$ cat src/bor_pkg.sv
// Package for the optimal-replacement cache simulator: request and result types.
// No dependencies.
package bor_pkg;
	localparam int unsigned PageW = 16;
	localparam logic CmdLoad = 1'b0;
	localparam logic CmdRequest = 1'b1;

	typedef struct packed {
		logic command;
		logic [PageW-1:0] page_id;
	} in_item_t;

	typedef struct packed {
		logic hit;
		logic [PageW-1:0] req_page;
		logic evicted;
		logic [PageW-1:0] evicted_page;
	} out_item_t;

	// Commands from the sequencer to the cell row.
	typedef struct packed {
		logic clear_found;
		logic compare;
		logic shift_all;
	} cell_ctl_t;
endpackage

$ cat src/bor_cell.sv
// One cache slot cell: holds a page, its next-use mark and found flag.
// Depends on bor_pkg.
module bor_cell #(
	parameter int unsigned ID_BITS = 16,
	parameter int unsigned POS_BITS = 13
) (
	input  logic clk,
	input  logic arst_n,
	input  bor_pkg::cell_ctl_t ctl,
	input  logic occupied,
	input  logic [ID_BITS-1:0] probe,
	input  logic [POS_BITS-1:0] probe_pos,
	input  logic shift_en,
	input  logic [ID_BITS-1:0] prev_page,
	input  logic [ID_BITS-1:0] new_page,
	input  logic is_head,
	output logic [ID_BITS-1:0] page,
	output logic match,
	output logic found,
	output logic [POS_BITS-1:0] next_use
);
	logic [ID_BITS-1:0] page_q;
	logic [POS_BITS-1:0] next_use_q;
	logic found_q;

	assign page = page_q;
	assign next_use = next_use_q;
	assign found = found_q;
	assign match = occupied && (page_q == probe);

	// Page register takes its lower neighbor's page during a shift away from the head; the head takes the new page.
	always_ff @(posedge clk) begin
		if (shift_en) begin
			page_q <= is_head ? new_page : prev_page;
		end
		if (ctl.compare && !found_q && match) begin
			next_use_q <= probe_pos;
		end
	end

	// Found flag is cleared by reset and in each request's lookup, ahead of any victim scan.
	always_ff @(posedge clk or negedge arst_n) begin
		if (!arst_n) begin
			found_q <= 1'b0;
		end else if (ctl.clear_found) begin
			found_q <= 1'b0;
		end else if (ctl.compare && match) begin
			found_q <= 1'b1;
		end
	end
endmodule
$ cat config.mk
export PLATFORM = sky130hd
export DESIGN_NAME = bor_cell
export DESIGN_NICKNAME = d
export VERILOG_FILES = /design/src/bor_pkg.sv /design/src/bor_cell.sv
export SDC_FILE = /design/constraint.sdc
export NUM_CORES = 1
export LEC_CHECK = 0
export BUFFER_PORTS_ARGS = -buffer_cell sky130_fd_sc_hd__buf_2
export CORE_AREA = 2 2 79 51
export CTS_CLUSTER_SIZE = 24
export DETAILED_ROUTE_END_ITERATION = 8
export DIE_AREA = 0 0 81 53
export MAX_ROUTING_LAYER = met4
export PLACE_DENSITY = 0.79
export SYNTH_ARGS = -nofsm -noshare
export SYNTH_HDL_FRONTEND = slang
export SYNTH_SLANG_ARGS = --single-unit
$ cat constraint.sdc
create_clock -name clk -period 4.2 [get_ports clk]
set_input_delay 0 -clock clk [delete_from_list [all_inputs] [get_ports clk]]
set_output_delay 0 -clock clk [all_outputs]
set_load 0.03 [all_outputs]
==> results of run 1 <==
cell usage in the layout (no fill, tap or decap):
cell / instances
buf_2: 98
edfxtp_1: 29
mux2_2: 16
dlygate4sd3_1: 15
xnor2_1: 10
clkbuf_8: 6
inv_1: 5
nand2b_1: 3
nand4_1: 2
inv_2: 1
o2111ai_1: 1
o221ai_1: 1
nand3_2: 1
or4_4: 1
a222oi_1: 1
xor2_1: 1
a221oi_1: 1
nor2_1: 1
nor4_2: 1
o41ai_2: 1
clkinv_2: 1
clkbuf_1: 1
dfrtp_1: 1
buf_4: 1
flip-flops by register name, summed over array words and instances, names as in the netlist:
signal and count:
found 1, next_use 13, page 16
layer usage:
| layer | global-route usage, % | wire length, um |
|---|---|---|
| met5 | - | 0 |
| met4 | 5.08 | 27 |
| met3 | 6.14 | 300 |
| met2 | 31.3 | 1770 |
| met1 | 20.9 | 1470 |
power by group:
group | switching, mW | leakage [nW] | internal, mW
Sequential | 0.00956 | 0.287 | 0.346
Clock | 0.103 | 0.0482 | 0.132
Combinational | 0.0656 | 0.601 | 0.0642
stage by stage:
stage / utilization [%] / total power [mW] / cell area (sq um)
2_1_floorplan: - / 0.426 / 1320
5_1_grt: 59.9 / 0.758 / 2110
3_3_place_gp: 53.0 / 0.479 / 1870
4_1_cts: 59.9 / 0.730 / 2110
3_5_place_dp: 53.0 / 0.481 / 1870
6_report: 59.9 / 0.721 / 2110
worst max path at each step:
stage | startpoint | to | cells after the start
CTS | page[8] | next_use[3] | 5
finish | page[12] | next_use[3] | 5
floorplan | page[2] | next_use[0] | 4
global placement | page[2] | next_use[9] | 5
global route | page[2] | next_use[3] | 5
detailed placement | page[2] | next_use[9] | 5
synth_stat cells:
cell type	instances	share of area, %
edfxtp_1	29	66
mux2_2	16	14
xnor2_1	10	6.6
inv_1	5	1.4
nand2b_1	3	1.4
nand4_1	2	0.95
a221oi_1	1	0.66
a222oi_1	1	0.76
buf_1	1	0.28
clkbuf_1	1	0.28
dfrtp_1	1	1.9
inv_2	1	0.28
nand3_2	1	0.76
nor2_1	1	0.28
nor4_1	1	0.48
o2111ai_1	1	0.66
o221ai_1	1	0.66
o41ai_2	1	1.2
or4_4	1	0.85
xor2_1	1	0.66
cell families after synthesis:
logic type	after synthesis	synth area share [%]
simple gates	9	4.75
buf+inv	8	2.28
mux	16	13.7
flops	30	68.0
compound gates	5	3.99
xor+xnor	11	7.31
area by class of cell:
class,count,area share (%)
multi-input combinational,41,18.8
inverter,6,1.07
sequential,30,42.4
timing repair buffer,114,30.7
clock buffer,7,4.08
clock inverter,1,0.237
tap,47,2.78
repair_timing:
action | in CTS | in global routing
endpoints found under the hold margin | 15 | 0
setup endpoints to repair | 0 | 0
hold buffers | 15 | 0
==> results.md, run 1 <==
* Status: finished clean
* RSZ-0062 raised after global routing: no
* Req. time, crit path at 4160 ps
* Warnings from Yosys at 0
* Die width at 81 um
* Reg-to-Reg End: next_use[3]
* Residual DRC at 0
* Row Count at 17
* Final #Nets at 267
* Max Transition Viols Final at 0
* Initial antenna violation count at 0
* TNS Setup at 0 ps
* Sink Count at 30
* Post-synthesis sequential area ratio at 68.0%
* Fin Hold WS at between 30 and 40 ps
* Minimum clock period at 2070 ps
* Post-CTS Setup Inserts at 0
* Crit Path Max Fanout at 13
* Slew HR at 75.1%
* Routed len/inst at approximately 14 um
* Launching point of the worst reg2reg path: page[12]
* Routed Antenna Nets at 0
* Slowest stage delay, CP at 530 ps
* Crit Path Class: reg -> reg
* Port Buf Inserts at 98
* DR pass1 iterations at 4
* Peak supply drop at 0.208 mV
* Hold Fails Final Rpt at 0
* Placed Instances at 223
* Worst hold stages at 2
* DP Wirelength at about 2.6 mm
* Routed WL at around 3.6 mm
* P&R area growth vs syn at 60.5%
* Worst skew pair latency at ~270 ps
* Worst slew pin tran at 373 ps
* Routed vias at 1090
* Family with the most delay on the worst path: simple AND/OR/NAND/NOR gates
* H-tree levels at 2
* Largest net degree at the start of global routing at 17
* Worst Setup End Kind: flip-flop
* Critical path arrival at 2030 ps
* Lkg Pwr at between 0.9 and 1 nW
* Sequential cell area at ~900 sq um
* R2R cell count at 5
* Hold endpoint: page[9]
* Hold/Removal Path Class: in -> reg
* Die height at between 50 and 60 um
* Top Ports at 100
* Die area at between 0.004 and 0.005 sq mm
* Post-route setup slack at approximately 2100 ps
* Non-Filler Instances at about 250
* Post-Syn Instances at 79
* Pwr per Cell Area at between 300 and 400 mW/mm^2
* Avg Vias per Cell at 4.43
* GRT Total Usage at between 10% and 20%
* Drt initial violations at 45
* Flops & latches, synth at 30
* Syn_nets at 148
* Global route overflow at 0
* Startpoint types: flip-flop
* Critical path cell sequence: xnor2_1, nand3_2, or4_4, nor4_2, buf_4
* Period utilisation layout at about half
* Fraction of layout cells with a size suffix above 1 at between 60% and 70%
* Average size of a mapped cell at around 17 sq um
* Endpoints failing setup at 0
* Clock transition at path regs at 70 ps
* Buf/Inv on CP at 1
* R2R Setup Slk at 2130 ps
* CTS Buf Count at 5
* Max Fclk at 483 MHz
* Yosys cell types at 20
* Cell area after synthesis at 0.00132 sq mm
* Crit-path slowest cell: or4_4
* Post-place setup slack at about 2200 ps
* Post-CTS Resized at 0
* TritonCTS clock tree: yes
* First-pass GRT wire length at 5.40 mm
* Number of antenna diodes at 0
* MaxCap Viol Count at 0
* Core area at 0.00353 sq mm
* Fillers at about 300
* Final Skew at 7.74 ps
* Vias in the first global route at 1162
* Min-delay src: prev_page[9]
* Starting density of the core at a little under two fifths
* GP Congestion at 0.702
* CTS root buffer: clkbuf_8
* Area of the multi-input gates at 398 sq um
* CTS Buffer Depth at 2
(Power assumes the default switching activity.)
==> run 2, diff against run 1 <==
clock period = 2.13 ns   (was 4.2 ns; I/O delays follow)
==> run 2 against run 1 <==
Against the previous run:
- non-clock buffer count stayed put
- sequential power rose by 97%
- worst hold slack got worse by 10 ps
- routed wire length is 3.4% lower
- global-route usage shrank 1.5 points
- clock skew down 4.3 ps
- sequential cell count stayed put
- fmax up 3.7%
- register-to-register slack worse by 2000 ps
- design area rose by 0.53%
- combinational power up 95%
- critical path type unchanged
- largest power group unchanged
==> results.md, run 2 (same netlist as run 1, synthesis figures left out) <==
* R2R Setup Slk at 130 ps (was 2130 ps)
* Req. time, crit path at 2120 ps (was 4160 ps)
* Sink Count at 30 (unchanged)
* Hold/Removal Path Class: in -> reg (unchanged)
* Drt initial violations at 76 (was 45)
* Die height at 53 um (unchanged)
* Max reg flops at 16 (unchanged)
* Routed Antenna Nets at 0 (unchanged)
* Wire length on met3 at 276 um (was 300 um)
* Critical Path Start: page[12] (unchanged)
* Vias in the first global route at 1123 (was 1162)
* Routed vias at 1098 (was 1090)
* Clock transition at path regs at 60 ps (was 70 ps)
* Post-CTS Setup Inserts at 0 (unchanged)
* Global route overflow at 0 (unchanged)
* Max Transition Viols Final at 0 (unchanged)
* Pwr per Cell Area at 654 mW/mm^2 (was 341 mW/mm^2)
* H-tree levels at 2 (unchanged)
* Hold Fails Final Rpt at 0 (unchanged)
* Routed len/inst at 14.0 um (was 14.5 um)
* Starting density of the core at 37.3% (unchanged)
* Routed WL at 3.44 mm (was 3.56 mm)
* Largest net degree at the start of global routing at 17 (unchanged)
* Endpoints failing setup at 0 (unchanged)
* Row Count at 17 (unchanged)
* Met2 wire len at 1.76 mm (was 1.77 mm)
* Number of antenna diodes at 0 (unchanged)
* RSZ-0062 raised after global routing: no (unchanged)
* Worst slew pin tran at 371 ps (was 373 ps)
* Die area at 0.00429 sq mm (unchanged)
* Met1 Wirelength at 1.37 mm (was 1.47 mm)
* Total power at 1.39 mW (was 0.721 mW)
* Worst skew pair latency at 280 ps (was 270 ps)
* Final #Nets at 267 (unchanged)
* MaxCap Viol Count at 0 (unchanged)
* Top Metal Used: met4 (unchanged)
* Crit path to: next_use[3] (unchanged)
* Fraction of layout cells with a size suffix above 1 at 63.3% (was 63.8%)
* Launching point of the worst reg2reg path: page[12] (unchanged)
* GP Congestion at 0.734 (was 0.702)
* Lkg Pwr at 0.933 nW (was 0.936 nW)
* Port Buf Inserts at 98 (unchanged)
* Top Ports at 100 (unchanged)
* Status: finished clean (unchanged)
* Avg Vias per Cell at 4.46 (was 4.43)
* First-pass GRT wire length at 4.96 mm (was 5.40 mm)
* CTS Buf Count at 5 (unchanged)
* Die width at 81 um (unchanged)
* CTS root buffer: clkbuf_8 (unchanged)
* Fin area at 0.00213 sq mm (was 0.00211 sq mm)
* Initial antenna violation count at 0 (unchanged)
* Final Skew at 3.40 ps (was 7.74 ps)
* P&R area growth vs syn at 61.3% (was 60.5%)
* R2R cell count at 5 (unchanged)
* Slowest stage delay, CP at 530 ps (about the same)
* Crit Path Max Fanout at 13 (unchanged)
* Minimum clock period at 2000 ps (was 2070 ps)
* Peak supply drop at 0.431 mV (was 0.208 mV)
* Core area at 0.00353 sq mm (unchanged)
* Worst Setup End Kind: flip-flop (unchanged)
* Reg-to-Reg End: next_use[3] (unchanged)
* Crit Path Class: reg -> reg (unchanged)
* TritonCTS clock tree: yes (unchanged)
* Critical path arrival at 1990 ps (was 2030 ps)
* Crit-path slowest cell: or4_4 (unchanged)
* DR pass1 iterations at 4 (unchanged)
* Area after DPL at 0.00189 sq mm (was 0.00187 sq mm)
* Commonest non-fill, non-tap cell in the layout: buf_2 (unchanged)
* GRT Total Usage at 16.8% (was 18.3%)
* Period utilisation layout at 93.8% (was 49.3%)
* Startpoint types: flip-flop (unchanged)
* CTS Buffer Depth at 2 (unchanged)
* Residual DRC at 0 (unchanged)
* Critical path cell sequence: xnor2_1, nand3_2, or4_4, nor4_4, buf_12 (was xnor2_1, nand3_2, or4_4, nor4_2, buf_4)
* Most frequent cells in the layout: 98 x buf_2, 29 x edfxtp_1, 16 x mux2_2 (unchanged)
* Slew HR at 75.3% (was 75.1%)
* Max Fclk at 501 MHz (was 483 MHz)
## run 2: report_power, final
group / internal [mW] / switching [mW]
Clock: 0.224 / 0.211
Combinational: 0.127 / 0.127
Sequential: 0.683 / 0.0200
Total: 1.03 / 0.358
## run 2: worst min path at each step
stage | start | endpoint | slack, ps | cells past startpoint
2_1_floorplan | arst_n | found | -300 | 0
3_3_place_gp | arst_n | found | -220 | 1
3_5_place_dp | arst_n | found | -220 | 1
4_1_cts | arst_n | found | 10 | 2
5_1_grt | prev_page[1] | page[1] | 10 | 2
6_report | prev_page[1] | page[1] | 20 | 2
## run 2: layout make-up
cell class / instances / area, sq um
Timing Repair Buffer: 114 / 661
Sequential cell: 30 / 896
Multi-Input combinational cell: 41 / 407
Tap cell: 47 / 58.8
Clock buffer: 6 / 72.6
Fill cell: 303 / 1410
Inverter: 6 / 22.5
Clock inverter: 2 / 8.76
## run 2: per-stage QoR
step / TNS [ps] / utilization (%) / std cells / hold slack (ps) / setup slack [ps]
floorplan: -2570 / - / 79 / -296 / -198
global placement: 0 / 53.6 / 223 / -224 / 151
detailed placement: 0 / 53.6 / 223 / -223 / 125
CTS: 0 / 60.2 / 246 / 11.2 / 103
global route: 0 / 60.2 / 246 / 11.7 / 46.4
finish: 0 / 60.2 / 246 / 20.1 / 132
## run 2: worst max-delay path, delay by kind of cell, from the launching register on
family,cells,cell delay (ps)
xor+xnor,1,200
buf+inv,1,180
simple gates,3,910
flops,1,410
## run 2: what timing repair did
item                                    CTS  global route
hold endpoints to repair                 15             0
hold buffers                             15             0
endpoints found under the setup margin    0             0
resized for setup                         0             0
## run 2: routing by layer
metal	up-vias	GRT usage [%]
met5	-	-
met1	503	18.8
li1	537	-
met3	5	5.46
met2	53	28.5
met4	0	6.78
